--- src/rtl/sawmd_pkg.sv ---
package sawmd_pkg;

  // Fixed field widths of the stream and configuration ports.
  localparam int AXIS_W       = 16;
  localparam int TIME_FIELD_W = 32;
  localparam int MAG_FIELD_W  = 16;
  localparam int IN_TDATA_W   = 3 * AXIS_W + TIME_FIELD_W;
  localparam int OUT_TDATA_W  = 24;
  localparam int CFG_INDEX_W  = 4;
  localparam int CFG_DATA_W   = 16;

  // Baseline is unsigned Q16.16.
  localparam int BASE_W = 32;
  localparam int FRAC_W = 16;

  // Shared multiplier: 33-bit signed by 17-bit signed.
  localparam int MA_W   = BASE_W + 1;
  localparam int MB_W   = 17;
  localparam int PROD_W = MA_W + MB_W;

  // Iteration counter covers the 32 quotient bits of the running mean.
  localparam int ITER_W = 5;

  // Configuration register indexes.
  localparam logic [CFG_INDEX_W-1:0] REG_SHAKE_THRESHOLD = 4'd0;
  localparam logic [CFG_INDEX_W-1:0] REG_SPIKE_LIMIT     = 4'd1;
  localparam logic [CFG_INDEX_W-1:0] REG_SHAKE_HOLDOFF   = 4'd2;
  localparam logic [CFG_INDEX_W-1:0] REG_SETTLE_SAMPLES  = 4'd3;
  localparam logic [CFG_INDEX_W-1:0] REG_EMA_ALPHA_Q16   = 4'd4;
  localparam logic [CFG_INDEX_W-1:0] REG_JERK_THRESHOLD  = 4'd5;
  localparam logic [CFG_INDEX_W-1:0] REG_JERK_SPAN       = 4'd6;
  localparam logic [CFG_INDEX_W-1:0] REG_WAKE_HOLDOFF    = 4'd7;

  // Register values after reset.
  localparam logic [15:0] RST_SHAKE_THRESHOLD = 16'd15000;
  localparam logic [15:0] RST_SPIKE_LIMIT     = 16'd4000;
  localparam logic [15:0] RST_SHAKE_HOLDOFF   = 16'd1500;
  localparam logic [7:0]  RST_SETTLE_SAMPLES  = 8'd30;
  localparam logic [15:0] RST_EMA_ALPHA_Q16   = 16'd328;
  localparam logic [15:0] RST_JERK_THRESHOLD  = 16'd12000;
  localparam logic [15:0] RST_JERK_SPAN       = 16'd800;
  localparam logic [15:0] RST_WAKE_HOLDOFF    = 16'd1500;

  typedef enum logic [3:0] {
    ST_IDLE,
    ST_SQUARE,
    ST_SQRT,
    ST_SPIKE,
    ST_MEAN_MUL,
    ST_DIV_INIT,
    ST_DIV,
    ST_EMA_SUB,
    ST_EMA_MUL,
    ST_EMA_RND,
    ST_EMA_ADD,
    ST_DEV,
    ST_SHAKE,
    ST_WINDOW,
    ST_WAKE,
    ST_FINISH
  } state_t;

endpackage

--- src/rtl/shake_and_wake_motion_detector_top.sv ---
// Each sample passes through the SAMPLE_BITS-step square root and then the 32-step
// running-mean divider while the baseline is settling, the EMA update once it follows it,
// or neither when the sample is a spike. A new input beat is taken only after the result
// of the previous one has been loaded into the result register.
// Reset (rst, synchronous, active high) restores the register defaults and clears the
// sequencer, the state kept between samples and the result register.
module shake_and_wake_motion_detector_top #(
  parameter int SAMPLE_BITS = 16,
  parameter int TIME_BITS   = 32
) (
  input  logic                               clk,
  input  logic                               rst,
  // Input stream.
  input  logic                               s_tvalid,
  output logic                               s_tready,
  // s_tdata, lowest bit first: accel_x[15:0], accel_y[15:0], accel_z[15:0], time_ms[31:0].
  input  logic [sawmd_pkg::IN_TDATA_W-1:0]   s_tdata,
  // Result stream.
  output logic                               m_tvalid,
  input  logic                               m_tready,
  // m_tdata, lowest bit first: shake flag, wake flag, magnitude[15:0], six zero bits.
  output logic [sawmd_pkg::OUT_TDATA_W-1:0]  m_tdata,
  // Configuration write channel.
  input  logic                               cfg_valid,
  output logic                               cfg_ready,
  input  logic [sawmd_pkg::CFG_INDEX_W-1:0]  cfg_index,
  input  logic [sawmd_pkg::CFG_DATA_W-1:0]   cfg_data
);

  import sawmd_pkg::*;

  // The magnitude of a SAMPLE_BITS vector fits in SAMPLE_BITS bits; the sum of the
  // three squares fits in twice that.
  localparam int MAG_W = SAMPLE_BITS;
  localparam int SUM_W = 2 * SAMPLE_BITS;

  // ---------------------------------------------------------------------------
  // Configuration registers. Writes are only expected while the block is idle,
  // so the channel is always ready.
  // ---------------------------------------------------------------------------
  logic [15:0] shake_threshold;
  logic [15:0] spike_limit;
  logic [15:0] shake_holdoff;
  logic [7:0]  settle_samples;
  logic [15:0] ema_alpha_q16;
  logic [15:0] jerk_threshold;
  logic [15:0] jerk_span;
  logic [15:0] wake_holdoff;

  assign cfg_ready = 1'b1;

  always_ff @(posedge clk) begin
    if (rst) begin
      shake_threshold <= RST_SHAKE_THRESHOLD;
      spike_limit     <= RST_SPIKE_LIMIT;
      shake_holdoff   <= RST_SHAKE_HOLDOFF;
      settle_samples  <= RST_SETTLE_SAMPLES;
      ema_alpha_q16   <= RST_EMA_ALPHA_Q16;
      jerk_threshold  <= RST_JERK_THRESHOLD;
      jerk_span       <= RST_JERK_SPAN;
      wake_holdoff    <= RST_WAKE_HOLDOFF;
    end else if (cfg_valid && cfg_ready) begin
      case (cfg_index)
        REG_SHAKE_THRESHOLD: shake_threshold <= cfg_data;
        REG_SPIKE_LIMIT:     spike_limit     <= cfg_data;
        REG_SHAKE_HOLDOFF:   shake_holdoff   <= cfg_data;
        REG_SETTLE_SAMPLES:  settle_samples  <= cfg_data[7:0];
        REG_EMA_ALPHA_Q16:   ema_alpha_q16   <= cfg_data;
        REG_JERK_THRESHOLD:  jerk_threshold  <= cfg_data;
        REG_JERK_SPAN:       jerk_span       <= cfg_data;
        REG_WAKE_HOLDOFF:    wake_holdoff    <= cfg_data;
        default: ;
      endcase
    end
  end

  // ---------------------------------------------------------------------------
  // Sequencer state and the working registers of the current sample.
  // ---------------------------------------------------------------------------
  state_t state;
  state_t state_next;

  logic [ITER_W-1:0]             iter;
  logic signed [SAMPLE_BITS-1:0] ax;
  logic signed [SAMPLE_BITS-1:0] ay;
  logic signed [SAMPLE_BITS-1:0] az;
  logic [TIME_BITS-1:0]          now;
  logic signed [PROD_W-1:0]      prod;
  logic [SUM_W-1:0]              sum;
  logic [MAG_W-1:0]              sq_rem;
  logic [MAG_W-1:0]              root;
  logic signed [MAG_W:0]         delta;
  logic [7:0]                    div_rem;
  logic [BASE_W-1:0]             quo;
  logic signed [MA_W-1:0]        ema_d;
  logic                          shaking;
  logic                          shake_ev;
  logic                          wake_ev;

  // State carried from sample to sample.
  logic [MAG_W-1:0]     previous_magnitude;
  logic                 primed;
  logic [7:0]           settle_count;
  logic [BASE_W-1:0]    baseline;
  logic                 shaking_before;
  logic [TIME_BITS-1:0] last_shake_time;
  logic [TIME_BITS-1:0] last_wake_time;
  logic [TIME_BITS-1:0] window_start;
  logic [MAG_W-1:0]     max_rise;
  logic [MAG_W-1:0]     max_fall;

  // ---------------------------------------------------------------------------
  // The shared multiplier. It forms the three squares, the baseline times the
  // settle count for the running mean, and alpha times the EMA difference.
  // ---------------------------------------------------------------------------
  logic signed [MA_W-1:0]   mult_a;
  logic signed [MB_W-1:0]   mult_b;
  logic signed [PROD_W-1:0] product;

  assign product = mult_a * mult_b;

  // ---------------------------------------------------------------------------
  // Datapath terms that steer the sequencer or feed several steps.
  // ---------------------------------------------------------------------------
  logic [15:0]         mag16;
  logic [BASE_W-1:0]   magq;
  logic [MAG_W+1:0]    sq_trial;
  logic [MAG_W+1:0]    sq_cand;
  logic                sq_take;
  logic signed [MAG_W:0] delta_now;
  logic [MAG_W-1:0]    delta_abs;
  logic                spike_now;
  logic                settling;
  logic [7:0]          div_by;
  logic [8:0]          div_part;
  logic                div_take;
  logic [39:0]         mean_num;
  logic signed [34:0]  ema_sum;
  logic [BASE_W-1:0]   ema_base;
  logic signed [MA_W-1:0] dev_diff;
  logic [BASE_W-1:0]   dev_abs;
  logic                win_expired;
  logic [MAG_W-1:0]    rise_base;
  logic [MAG_W-1:0]    fall_base;
  logic [MAG_W-1:0]    delta_pos;
  logic [MAG_W-1:0]    delta_neg;
  logic                wake_now;
  logic                out_free;

  assign mag16 = 16'(root);
  assign magq  = {mag16, 16'h0000};

  // Square root, one result bit per cycle: bring down two bits of the sum and
  // try to subtract 4 * root + 1. Until the last step the remainder stays below
  // twice a 15-bit root, so MAG_W bits hold it.
  assign sq_cand  = {sq_rem, sum[SUM_W-1 -: 2]};
  assign sq_trial = {root, 2'b01};
  assign sq_take  = (sq_cand >= sq_trial);

  // Spike guard on the change against the previous magnitude.
  assign delta_now = signed'({1'b0, root}) - signed'({1'b0, previous_magnitude});
  assign delta_abs = delta_now[MAG_W] ? MAG_W'(-delta_now) : delta_now[MAG_W-1:0];
  assign spike_now = primed && (16'(delta_abs) > spike_limit);
  assign settling  = (settle_count < settle_samples);

  // Running mean: restoring division by settle_count + 1, one quotient bit per
  // cycle. The count never exceeds 254 here, so the divisor fits in eight bits,
  // and the top eight numerator bits are already below it.
  assign div_by   = settle_count + 8'd1;
  assign div_part = {div_rem, quo[BASE_W-1]};
  assign div_take = (div_part >= {1'b0, div_by});
  assign mean_num = prod[39:0] + {8'h00, magq};

  // EMA update: the product is already rounded, so an arithmetic shift gives
  // the floor, and the result is clamped to the unsigned Q16.16 range.
  assign ema_sum = signed'({3'b000, baseline}) + 35'(signed'(prod[PROD_W-1:FRAC_W]));
  always_comb begin
    if (ema_sum[34]) begin
      ema_base = '0;
    end else if (ema_sum[33:32] != 2'b00) begin
      ema_base = '1;
    end else begin
      ema_base = ema_sum[31:0];
    end
  end

  // Deviation of the magnitude from the baseline (updated first unless the sample is a spike).
  assign dev_diff = signed'({1'b0, magq}) - signed'({1'b0, baseline});
  assign dev_abs  = dev_diff[MA_W-1] ? BASE_W'(-dev_diff) : dev_diff[BASE_W-1:0];

  // Jerk window: an expired window starts afresh before this delta is applied.
  assign win_expired = ((now - window_start) > TIME_BITS'(jerk_span));
  assign rise_base   = win_expired ? '0 : max_rise;
  assign fall_base   = win_expired ? '0 : max_fall;
  assign delta_pos   = delta[MAG_W-1:0];
  assign delta_neg   = MAG_W'(-delta);
  assign wake_now    = (16'(max_rise) > jerk_threshold) && (16'(max_fall) > jerk_threshold) &&
                       ((now - last_wake_time) > TIME_BITS'(wake_holdoff));

  // The result register can take a new beat when it is empty or being drained.
  assign out_free = !m_tvalid || m_tready;

  // ---------------------------------------------------------------------------
  // Next state.
  // ---------------------------------------------------------------------------
  always_comb begin
    state_next = state;
    case (state)
      ST_IDLE: begin
        if (s_tvalid) state_next = ST_SQUARE;
      end
      ST_SQUARE: begin
        if (iter == '0) state_next = ST_SQRT;
      end
      ST_SQRT: begin
        if (iter == '0) state_next = ST_SPIKE;
      end
      ST_SPIKE: begin
        if (spike_now) begin
          state_next = ST_DEV;
        end else if (settling) begin
          state_next = ST_MEAN_MUL;
        end else begin
          state_next = ST_EMA_SUB;
        end
      end
      ST_MEAN_MUL: state_next = ST_DIV_INIT;
      ST_DIV_INIT: state_next = ST_DIV;
      ST_DIV: begin
        if (iter == '0) state_next = ST_DEV;
      end
      ST_EMA_SUB:  state_next = ST_EMA_MUL;
      ST_EMA_MUL:  state_next = ST_EMA_RND;
      ST_EMA_RND:  state_next = ST_EMA_ADD;
      ST_EMA_ADD:  state_next = ST_DEV;
      ST_DEV:      state_next = ST_SHAKE;
      ST_SHAKE:    state_next = ST_WINDOW;
      ST_WINDOW: begin
        // The first sample only opens the window, so it skips the wake test.
        state_next = primed ? ST_WAKE : ST_FINISH;
      end
      ST_WAKE:     state_next = ST_FINISH;
      ST_FINISH: begin
        if (out_free) state_next = ST_IDLE;
      end
      default:     state_next = ST_IDLE;
    endcase
  end

  // ---------------------------------------------------------------------------
  // Outputs of the sequencer: the input handshake and the multiplier operands.
  // ---------------------------------------------------------------------------
  always_comb begin
    s_tready = 1'b0;
    mult_a   = '0;
    mult_b   = '0;
    case (state)
      ST_IDLE: s_tready = 1'b1;
      ST_SQUARE: begin
        // The counter runs from three down; x, y and z are squared in turn.
        case (iter)
          ITER_W'(3): begin
            mult_a = MA_W'(ax);
            mult_b = MB_W'(ax);
          end
          ITER_W'(2): begin
            mult_a = MA_W'(ay);
            mult_b = MB_W'(ay);
          end
          ITER_W'(1): begin
            mult_a = MA_W'(az);
            mult_b = MB_W'(az);
          end
          default: ;
        endcase
      end
      ST_MEAN_MUL: begin
        mult_a = signed'({1'b0, baseline});
        mult_b = signed'(MB_W'(settle_count));
      end
      ST_EMA_MUL: begin
        mult_a = ema_d;
        mult_b = signed'({1'b0, ema_alpha_q16});
      end
      default: ;
    endcase
  end

  always_ff @(posedge clk) begin
    if (rst) begin
      state <= ST_IDLE;
    end else begin
      state <= state_next;
    end
  end

  // ---------------------------------------------------------------------------
  // Working registers of the current sample. They need no reset.
  // ---------------------------------------------------------------------------
  always_ff @(posedge clk) begin
    case (state)
      ST_IDLE: begin
        ax   <= s_tdata[SAMPLE_BITS-1:0];
        ay   <= s_tdata[AXIS_W +: SAMPLE_BITS];
        az   <= s_tdata[2*AXIS_W +: SAMPLE_BITS];
        now  <= s_tdata[3*AXIS_W +: TIME_BITS];
        sum  <= '0;
        iter <= ITER_W'(3);
      end
      ST_SQUARE: begin
        // Each square is registered and added in the next cycle.
        prod <= product;
        if (iter != ITER_W'(3)) sum <= sum + prod[SUM_W-1:0];
        if (iter == '0) begin
          root   <= '0;
          sq_rem <= '0;
          iter   <= ITER_W'(MAG_W - 1);
        end else begin
          iter <= iter - 1'b1;
        end
      end
      ST_SQRT: begin
        sum  <= sum << 2;
        root <= {root[MAG_W-2:0], sq_take};
        if (sq_take) begin
          sq_rem <= MAG_W'(sq_cand - sq_trial);
        end else begin
          sq_rem <= sq_cand[MAG_W-1:0];
        end
        iter <= iter - 1'b1;
      end
      ST_SPIKE:    delta <= delta_now;
      ST_MEAN_MUL: prod <= product;
      ST_DIV_INIT: begin
        div_rem <= mean_num[39:32];
        quo     <= mean_num[31:0];
        iter    <= ITER_W'(BASE_W - 1);
      end
      ST_DIV: begin
        quo     <= {quo[BASE_W-2:0], div_take};
        div_rem <= div_take ? 8'(div_part - {1'b0, div_by}) : div_part[7:0];
        iter    <= iter - 1'b1;
      end
      ST_EMA_SUB: ema_d <= dev_diff;
      ST_EMA_MUL: prod  <= product;
      ST_EMA_RND: prod  <= prod + PROD_W'(32768);
      ST_DEV:     shaking <= (dev_abs > {shake_threshold, 16'h0000});
      default: ;
    endcase
  end

  // ---------------------------------------------------------------------------
  // State kept between samples and the event flags.
  // ---------------------------------------------------------------------------
  always_ff @(posedge clk) begin
    if (rst) begin
      previous_magnitude <= '0;
      primed             <= 1'b0;
      settle_count       <= '0;
      baseline           <= '0;
      shaking_before     <= 1'b0;
      last_shake_time    <= '0;
      last_wake_time     <= '0;
      window_start       <= '0;
      max_rise           <= '0;
      max_fall           <= '0;
      shake_ev           <= 1'b0;
      wake_ev            <= 1'b0;
    end else begin
      case (state)
        ST_IDLE: begin
          if (s_tvalid) begin
            shake_ev <= 1'b0;
            wake_ev  <= 1'b0;
          end
        end
        ST_DIV: begin
          if (iter == '0) begin
            baseline     <= {quo[BASE_W-2:0], div_take};
            settle_count <= settle_count + 8'd1;
          end
        end
        ST_EMA_ADD: baseline <= ema_base;
        ST_SHAKE: begin
          // Shake fires only on the rising edge of the deviation test and after the shake holdoff.
          if (shaking && !shaking_before &&
              ((now - last_shake_time) > TIME_BITS'(shake_holdoff))) begin
            shake_ev        <= 1'b1;
            last_shake_time <= now;
          end
          shaking_before <= shaking;
        end
        ST_WINDOW: begin
          if (!primed) begin
            primed       <= 1'b1;
            window_start <= now;
            max_rise     <= '0;
            max_fall     <= '0;
          end else begin
            if (win_expired) window_start <= now;
            max_rise <= (!delta[MAG_W] && (delta_pos > rise_base)) ? delta_pos : rise_base;
            max_fall <= (delta[MAG_W] && (delta_neg > fall_base)) ? delta_neg : fall_base;
          end
        end
        ST_WAKE: begin
          if (wake_now) begin
            wake_ev        <= 1'b1;
            last_wake_time <= now;
            window_start   <= now;
            max_rise       <= '0;
            max_fall       <= '0;
          end
        end
        ST_FINISH: begin
          if (out_free) previous_magnitude <= root;
        end
        default: ;
      endcase
    end
  end

  // ---------------------------------------------------------------------------
  // Result register. It is loaded as a sample finishes and empties when its
  // beat is taken; a load and a drain in the same cycle keep it full.
  // ---------------------------------------------------------------------------
  always_ff @(posedge clk) begin
    if (rst) begin
      m_tvalid <= 1'b0;
    end else if (state == ST_FINISH && out_free) begin
      m_tvalid <= 1'b1;
    end else if (m_tready) begin
      m_tvalid <= 1'b0;
    end
  end

  always_ff @(posedge clk) begin
    if (state == ST_FINISH && out_free) begin
      m_tdata <= {6'b000000, mag16, wake_ev, shake_ev};
    end
  end

endmodule

--- config.mk ---
export PLATFORM = sky130hd
export DESIGN_NAME = shake_and_wake_motion_detector_top
export DESIGN_NICKNAME = d
export VERILOG_FILES = /design/src/rtl/sawmd_pkg.sv /design/src/rtl/shake_and_wake_motion_detector_top.sv
export SDC_FILE = /design/constraint.sdc
export NUM_CORES = 2
export LEC_CHECK = 0
export ABC_AREA = 1
export BUFFER_PORTS_ARGS = -buffer_cell sky130_fd_sc_hd__buf_4
export CORE_ASPECT_RATIO = 0.6
export CORE_MARGIN = 2
export CORE_UTILIZATION = 66
export DETAILED_ROUTE_END_ITERATION = 8
export HOLD_SLACK_MARGIN = 0.12
export PLACE_DENSITY = 0.91
export SLEW_MARGIN = 10
export SYNTH_ARGS = -nofsm -noshare
export SYNTH_HDL_FRONTEND = slang
export SYNTH_SLANG_ARGS = --single-unit
--- constraint.sdc ---
create_clock -name clk -period 9.3 [get_ports clk]
set_clock_uncertainty 0.2 [all_clocks]
set_input_delay 0.93 -clock clk [delete_from_list [all_inputs] [get_ports clk]]
set_output_delay 0.93 -clock clk [all_outputs]
set_load 0.01 [all_outputs]
# Word level (Yosys, flattened, before mapping)
# Cells that the tools add are included.
[totals] reg_bits=621 input_bits=105 output_inout_bits=27 elab_cells=201
[classes] addsub=16 multipliers=1 order_cmp=12 n_eq_ne=35 mux=52 n_reduce_logical=48
[ops] cell="32-bit 2-to-1 mux" count=8
[ops] cell="33-bit one-hot mux with 3 select lines" count=2
[ops] cell="32-bit one-hot mux with 2 select lines" count=3
[ops] cell="16-bit 2-to-1 mux" count=10
[ops] cell="16-bit one-hot mux with 2 select lines" count=4
[ops] cell="17-bit one-hot mux with 3 select lines" count=2
[ops] cell="50-bit one-hot mux with 2 select lines" count=1
[ops] cell="32-bit by 16-bit > comparator with 1-bit output" count=3
[ops] cell="32-bit one-hot mux with 3 select lines" count=1
[ops] cell="32-bit subtractor" count=3
[ops] cell="16-bit > comparator" count=5
[ops] cell="4-bit one-hot mux with 16 select lines" count=1
[ops] cell="50-bit by 17-bit adder with 50-bit output (second input constant)" count=1
[ops] cell="33-bit by 17-bit multiplier with 50-bit output" count=1
[ops] cell="40-bit by 32-bit adder with 40-bit output" count=1
[ops] cell="33-bit by 34-bit adder with 35-bit output" count=1
[ops] cell="32-bit by 32-bit subtractor with 33-bit output" count=1
[ops] cell="32-bit adder" count=1
[ops] cell="4-bit by 3-bit equality test with 1-bit output (second input constant)" count=8
[ops] cell="4-bit equality test (second input constant)" count=8
[ops] cell="32-bit > comparator" count=1
[ops] cell="16-bit negator" count=2
[ops] cell="32-bit negator" count=1
[ops] cell="2-bit AND reduction" count=16
[ops] cell="other kinds (35)" count=79

# Longest topological paths before layout
[logic_depth] word_depth=8 depth_mapped=42 depth_no_buf=40

# Worst setup path before layout
# OpenSTA, ideal clock, no wires.
[synth_timing] path_kind="reg-to-reg" start="register iter[2]" end="register prod[43], data pin" setup_ns=0.264 t_arrival_ns=6.945 required_time_ns=8.836 setup_slack_ns=1.891 stages_incl_launch_ff=32 path_buffers=2 period_less_slack_ns=7.409 path_cell_list="edfxtp_1 nor3_1 nand2_1 inv_2 clkbuf_1 nand2_1 nand3_1 nand2_1 inv_1 nor2_1 inv_1 clkbuf_1 nand2_1 fa_1 inv_1 fa_1 fa_1 fa_1 fa_1 inv_1 fa_1 inv_1 ha_1 nand2_1 nor2_1 inv_1 nor4_1 nand3_1 o211ai_1 a21oi_1 o21ai_0 o21ai_0"
[synth_between] elab_chain_cells=5 word_cells_on_any_way=9 classes_between="1 x mul; 3 x eq/ne; 5 x mux"
[synth_lines] item="start, declared" line_no="shake_and_wake_motion_detector_top.sv:83" text="logic [ITER_W-1:0] iter;"
[synth_lines] item="start signal, assigned" line_no="shake_and_wake_motion_detector_top.sv:317" text="iter <= ITER_W'(MAG_W - 1);"
[synth_lines] item="start signal, assigned" line_no="shake_and_wake_motion_detector_top.sv:319" text="iter <= iter - 1'b1;"
[synth_lines] item="start signal, assigned" line_no="shake_and_wake_motion_detector_top.sv:330" text="iter <= iter - 1'b1;"
[synth_lines] item="5-bit by 1-bit equality test with 1-bit output or 5-bit by 2-bit equality test with 1-bit output (tied branches)" line_no="shake_and_wake_motion_detector_top.sv:261" text="case (iter)"
[synth_lines] item="33-bit one-hot mux with 3 select lines or 17-bit one-hot mux with 3 select lines (tied branches)" line_no="shake_and_wake_motion_detector_top.sv:261"
[synth_lines] item="33-bit one-hot mux with 3 select lines or 17-bit one-hot mux with 3 select lines (tied branches)" line_no="shake_and_wake_motion_detector_top.sv:257" text="case (state)"
[synth_lines] item="33-bit by 17-bit multiplier with 50-bit output *" line_no="shake_and_wake_motion_detector_top.sv:120" text="assign product = mult_a * mult_b;"
[synth_lines] item="50-bit one-hot mux with 2 select lines *" line_no="shake_and_wake_motion_detector_top.sv:301" text="case (state)"
[synth_lines] item="end signal, assigned" line_no="shake_and_wake_motion_detector_top.sv:312" text="prod <= product;"
[synth_lines] item="end signal, assigned" line_no="shake_and_wake_motion_detector_top.sv:333" text="ST_MEAN_MUL: prod <= product;"
[synth_lines] item="end signal, assigned" line_no="shake_and_wake_motion_detector_top.sv:345" text="ST_EMA_MUL: prod <= product;"
[synth_lines] item="end, declared" line_no="shake_and_wake_motion_detector_top.sv:88" text="logic signed [PROD_W-1:0] prod;"
# Mark *: on every way between the ends. The rest lies on a longest branch, timed or not.
# A chain may end at the register's enable or synchronous reset.

# Final worst setup path
[layout_timing] start="register state[2]" end="register prod[25], data pin"
[layout_between] elab_chain_cells=4 word_cells_on_any_way=9 classes_between="1 x mul; 4 x eq/ne; 3 x mux; 1 x reduce/logical"
[layout_lines] item="start, declared" line_no="shake_and_wake_motion_detector_top.sv:80" text="state_t state;"
[layout_lines] item="start signal, assigned" line_no="shake_and_wake_motion_detector_top.sv:293" text="state <= state_next;"
[layout_lines] item="4-bit equality test (tied with other cells)" line_no="shake_and_wake_motion_detector_top.sv:257, shake_and_wake_motion_detector_top.sv:301"
[layout_lines] item="33-bit one-hot mux with 3 select lines or 17-bit one-hot mux with 3 select lines (tied branches)" line_no="shake_and_wake_motion_detector_top.sv:257"
[layout_lines] item="33-bit by 17-bit multiplier with 50-bit output" line_no="shake_and_wake_motion_detector_top.sv:120"
[layout_lines] item="50-bit one-hot mux with 2 select lines *" line_no="shake_and_wake_motion_detector_top.sv:301"
# Marks and branches as above.

==> results.py <==
metrics = {
    "outcome": {
        "status": "finished, violations left",
        "violations": "DRC",
    },
    "power_and_ir_drop": {
        "p_int_mw": 8.435,
        "seq_power_share_pct": 24.5,
        "vdd_drop_max_mv": 0.2334,
        "p_leak_nw": 36.98,
        "swShare_pct": 53.34,
        "switchingPower_mw": 9.643,
        "power_frac_comb_pct": 59.4,
        "p_per_area_nw_per_um2": 255.2,
        "power.share.clock_pct": 16.1,
        "finalPower_mw": 18.08,
    },
    "logic_synthesis": {
        "syn-cell-area_um2": 65800,
        "yosysUniqueCellTypes": 61,
        "syn_area_per_cell_um2": 7.175,
        "netlist_instances": 9171,
        "yosys.area.top_type": "fa_1",
        "yosys_register_bits": 621,
        "synth-async-reset-ratio_pct": 0,
        "seq_area_frac_synth_pct": 23.58,
        "synth.top_cell.area_share_pct": 16.58,
        "ys.flop_type": "dfxtp_1",
        "synth-warning-count": 0,
        "synth_area_leaders": "fa_1 17%, edfxtp_1 14%, nand2_1 13%",
        "synth_edf_count": 308,
    },
    "route": {
        "viasPerCell": 6.126,
        "routed_wl_um": 244100,
        "drtPass1Iterations": 9,
        "final_antenna_net_count": 0,
        "via_count": 65170,
        "routedWlPerCell_um": 22.94,
        "initialDrtViolationCount": 10760,
        "remaining_drc_errors": 1,
    },
    "timing": {
        "finalSetupTns_ns": 0,
        "worstMarginPinSlew_ns": 1.277,
        "slew_viol_final": 0,
        "maxSlewHeadroom_pct": 14.50,
        "finalCritPeriodShare_pct": 97.32,
        "fmax_mhz": 110.5,
        "fin_crit_ns": 9.050,
        "setup_violations": 0,
        "hold_viol": 0,
        "rsz0062_at_grt": "false",
    },
    "clock_network": {
        "cts_buffers": 66,
        "clk_latency_ns": 0.70,
        "clkTransAtPathRegs_ns": 0.07,
        "holdBufCountCts": 0,
        "clock_path_buffers": 3,
        "root_buffer": "clkbuf_16",
        "numClockSinks": 621,
        "h-tree-depth": 3,
        "cts_tree": "built",
    },
    "setup_path": {
        "cpPeakStageDelay_ns": 0.99,
        "path_buf_inv": 8,
        "cp-start-kind": "register",
        "cp.required_ns": 9.50,
        "ff2ff_path_depth": 27,
        "worstSetupEndpointType": "register",
        "critical_path_depth": 27,
        "crit_path_frequent_cell": "fa_1",
        "critPathArrivalTime_ns": 9.25,
        "crit_start": "state[2]",
        "crit_path_top_delay_cell": "o211ai_1",
        "worst-path-max-fanout": 22,
        "rr_startpoint": "state[2]",
        "path_class": "reg -> reg",
        "crit_family": "adder cells",
    },
    "floorplan": {
        "start_util_pct": 66.77,
        "dieWidth_um": 411.6,
        "die_area_um2": 102300,
        "core-area_um2": 98550,
        "row_count": 89,
        "io_pins": 132,
        "die_y_um": 248.6,
    },
    "layout": {
        "multi_input_area_um2": 42020,
        "regArea_um2": 15510,
        "fin_nets": 10420,
        "drive_gt1_share_pct": 4.790,
        "syn_to_final_growth_pct": 7.642,
        "n_fill_cell": 7737,
    },
    "hold_path": {
        "hp-class": "in -> reg",
        "min_from": "s_tdata[16]",
        "worstHoldPathCells": 1,
    },
    "place": {
        "hpwlAfterDp_um": 192600,
        "place_congestion": 1.108,
        "port_buffers": 124,
    },
    "global_routing": {
        "first_global_vias": 61200,
        "antenna_found_initial": 11,
        "grt_max_degree": 108,
        "grt_pass1_wl_um": 365000,
        "grt.total_usage_pct": 46.85,
        "grt-ovfl-total": 0,
    },
    "flow_run": {
        "cap_violations": 0,
    },
}
==> timing repair <==
item                                    CTS  global route
gates resized for setup                   0             6
buffers inserted                          0             2
endpoints found under the setup margin    0            29
==> power by group through the flow <==
stage          Sequential (mW)  Combinational [mW]  Clock, mW
2_1_floorplan             4.02                6.78          0
3_3_place_gp              4.38                9.72          0
3_5_place_dp              4.39                10.0          0
4_1_cts                   4.33                10.1       2.87
5_1_grt                   4.41                11.5       2.98
6_report                  4.43                10.7       2.91
==> worst paths after layout <==
path | to | slack [ns]
worst min register to register | m_tdata[0] | 0.25
worst max-delay path | prod[25] | 0.25
worst max register to register | prod[25] | 0.25
worst min-delay path | ay[0] | 0.20
==> state kept, by name, summed over array words and instances, names as in the netlist, 17 cells and up <==
name and cells:
delta 17, sum 32, ema_d 33, window_start 32
last_shake_time 32, last_wake_time 32, baseline 32, m_tdata 18
prod 50, now 32, quo 32
==> synth_stat cells, types with 8 or more instances <==
| cell type | instances |
|---|---|
| clkbuf_1 | 199 |
| o21ai_0 | 584 |
| nand4_1 | 115 |
| nand3b_1 | 13 |
| nand2_2 | 8 |
| a211oi_1 | 8 |
| edfxtp_1 | 308 |
| a221oi_1 | 11 |
| o21bai_1 | 28 |
| dfxtp_1 | 313 |
| inv_1 | 1944 |
| o22ai_1 | 11 |
| o31ai_1 | 9 |
| nor3_1 | 74 |
| or2_2 | 17 |
| buf_4 | 14 |
| nor2_1 | 697 |
| xnor2_1 | 63 |
| xor2_1 | 162 |
| nand3_1 | 389 |
| ha_1 | 507 |
| a21o_1 | 26 |
| nor4_1 | 23 |
| a21oi_1 | 650 |
| a31oi_1 | 37 |
| inv_2 | 11 |
| o211ai_1 | 52 |
| buf_2 | 37 |
| o21a_1 | 10 |
| nand2_1 | 2216 |
| fa_1 | 545 |
==> layout make-up <==
class                           count  share of cell area [%]
Multi-Input combinational cell   6355                   59.32
Timing Repair Buffer              256                   2.819
Inverter                         1958                   10.39
Antenna cell                        7                 0.02473
Clock buffer                       88                   2.637
Sequential cell                   621                   21.91
Tap cell                         1319                   2.330
Clock inverter                     34                  0.5653
==> logic make-up after synthesis <==
kind of cell,Yosys count,share of synthesized area (%)
fa+ha+maj,1052,26.22
compound gates,1460,11.94
other cells,2,0.01141
simple gates,3590,22.34
xor+xnor,228,3.069
flops,621,23.58
buf+inv,2218,12.84
==> worst reg2reg max path: cells and delay by family (launching register included) <==
kind,cells,cell delay (ns)
fa+ha+maj,7,3.50
simple gates,5,0.81
flops,1,0.44
buf+inv,8,1.25
compound gates,7,2.55
==> layout by cell type, fill, tap and decap left out, types with 17 or more instances in the layout <==
| cell type | synthesis | routed |
|---|---|---|
| buf_4 | 14 | 250 |
| edfxtp_1 | 308 | 308 |
| dfxtp_1 | 313 | 313 |
| clkbuf_16 | 0 | 69 |
| a31oi_1 | 37 | 37 |
| nor3_1 | 74 | 74 |
| nor4_1 | 23 | 22 |
| o211ai_1 | 52 | 52 |
| o21bai_1 | 28 | 28 |
| nand2_1 | 2216 | 2216 |
| xor2_1 | 162 | 162 |
| nand3_1 | 389 | 389 |
| o21ai_0 | 584 | 581 |
| nor2_1 | 697 | 688 |
| a21o_1 | 26 | 26 |
| conb_1 | 2 | 25 |
| nand4_1 | 115 | 115 |
| fa_1 | 545 | 545 |
| or2_2 | 17 | 17 |
| xnor2_1 | 63 | 63 |
| ha_1 | 507 | 507 |
| a21oi_1 | 650 | 649 |
| inv_1 | 1944 | 1941 |
==> per-layer routing <==
| metal | up-vias | wire length [um] | global-route usage [%] |
|---|---|---|---|
| li1 | 28940 | - | - |
| met1 | 30240 | 97880 | 68.80 |
| met2 | 5248 | 89920 | 59.85 |
| met3 | 725 | 47760 | 23.28 |
| met4 | 12 | 8168 | 12.17 |
| met5 | - | 336 | 2.004 |
==> stage by stage <==
step / std cells / setup WS (ns) / util [%] / hold slack [ns] / area [um^2]
6_report: 10640 / 0.2495 / 71.87 / 0.2008 / 70830
5_1_grt: 10630 / 0.04864 / 71.85 / 0.1971 / 70810
4_1_cts: 10630 / 0.2175 / 71.79 / 0.1924 / 70750
3_5_place_dp: 10510 / 0.2921 / 69.49 / 0.2173 / 68480
3_3_place_gp: 10510 / 0.2570 / 69.49 / 0.2152 / 68480
2_1_floorplan: 9194 / 1.891 / - / 0.2082 / 65880
Power figures use the tool's default switching activity.
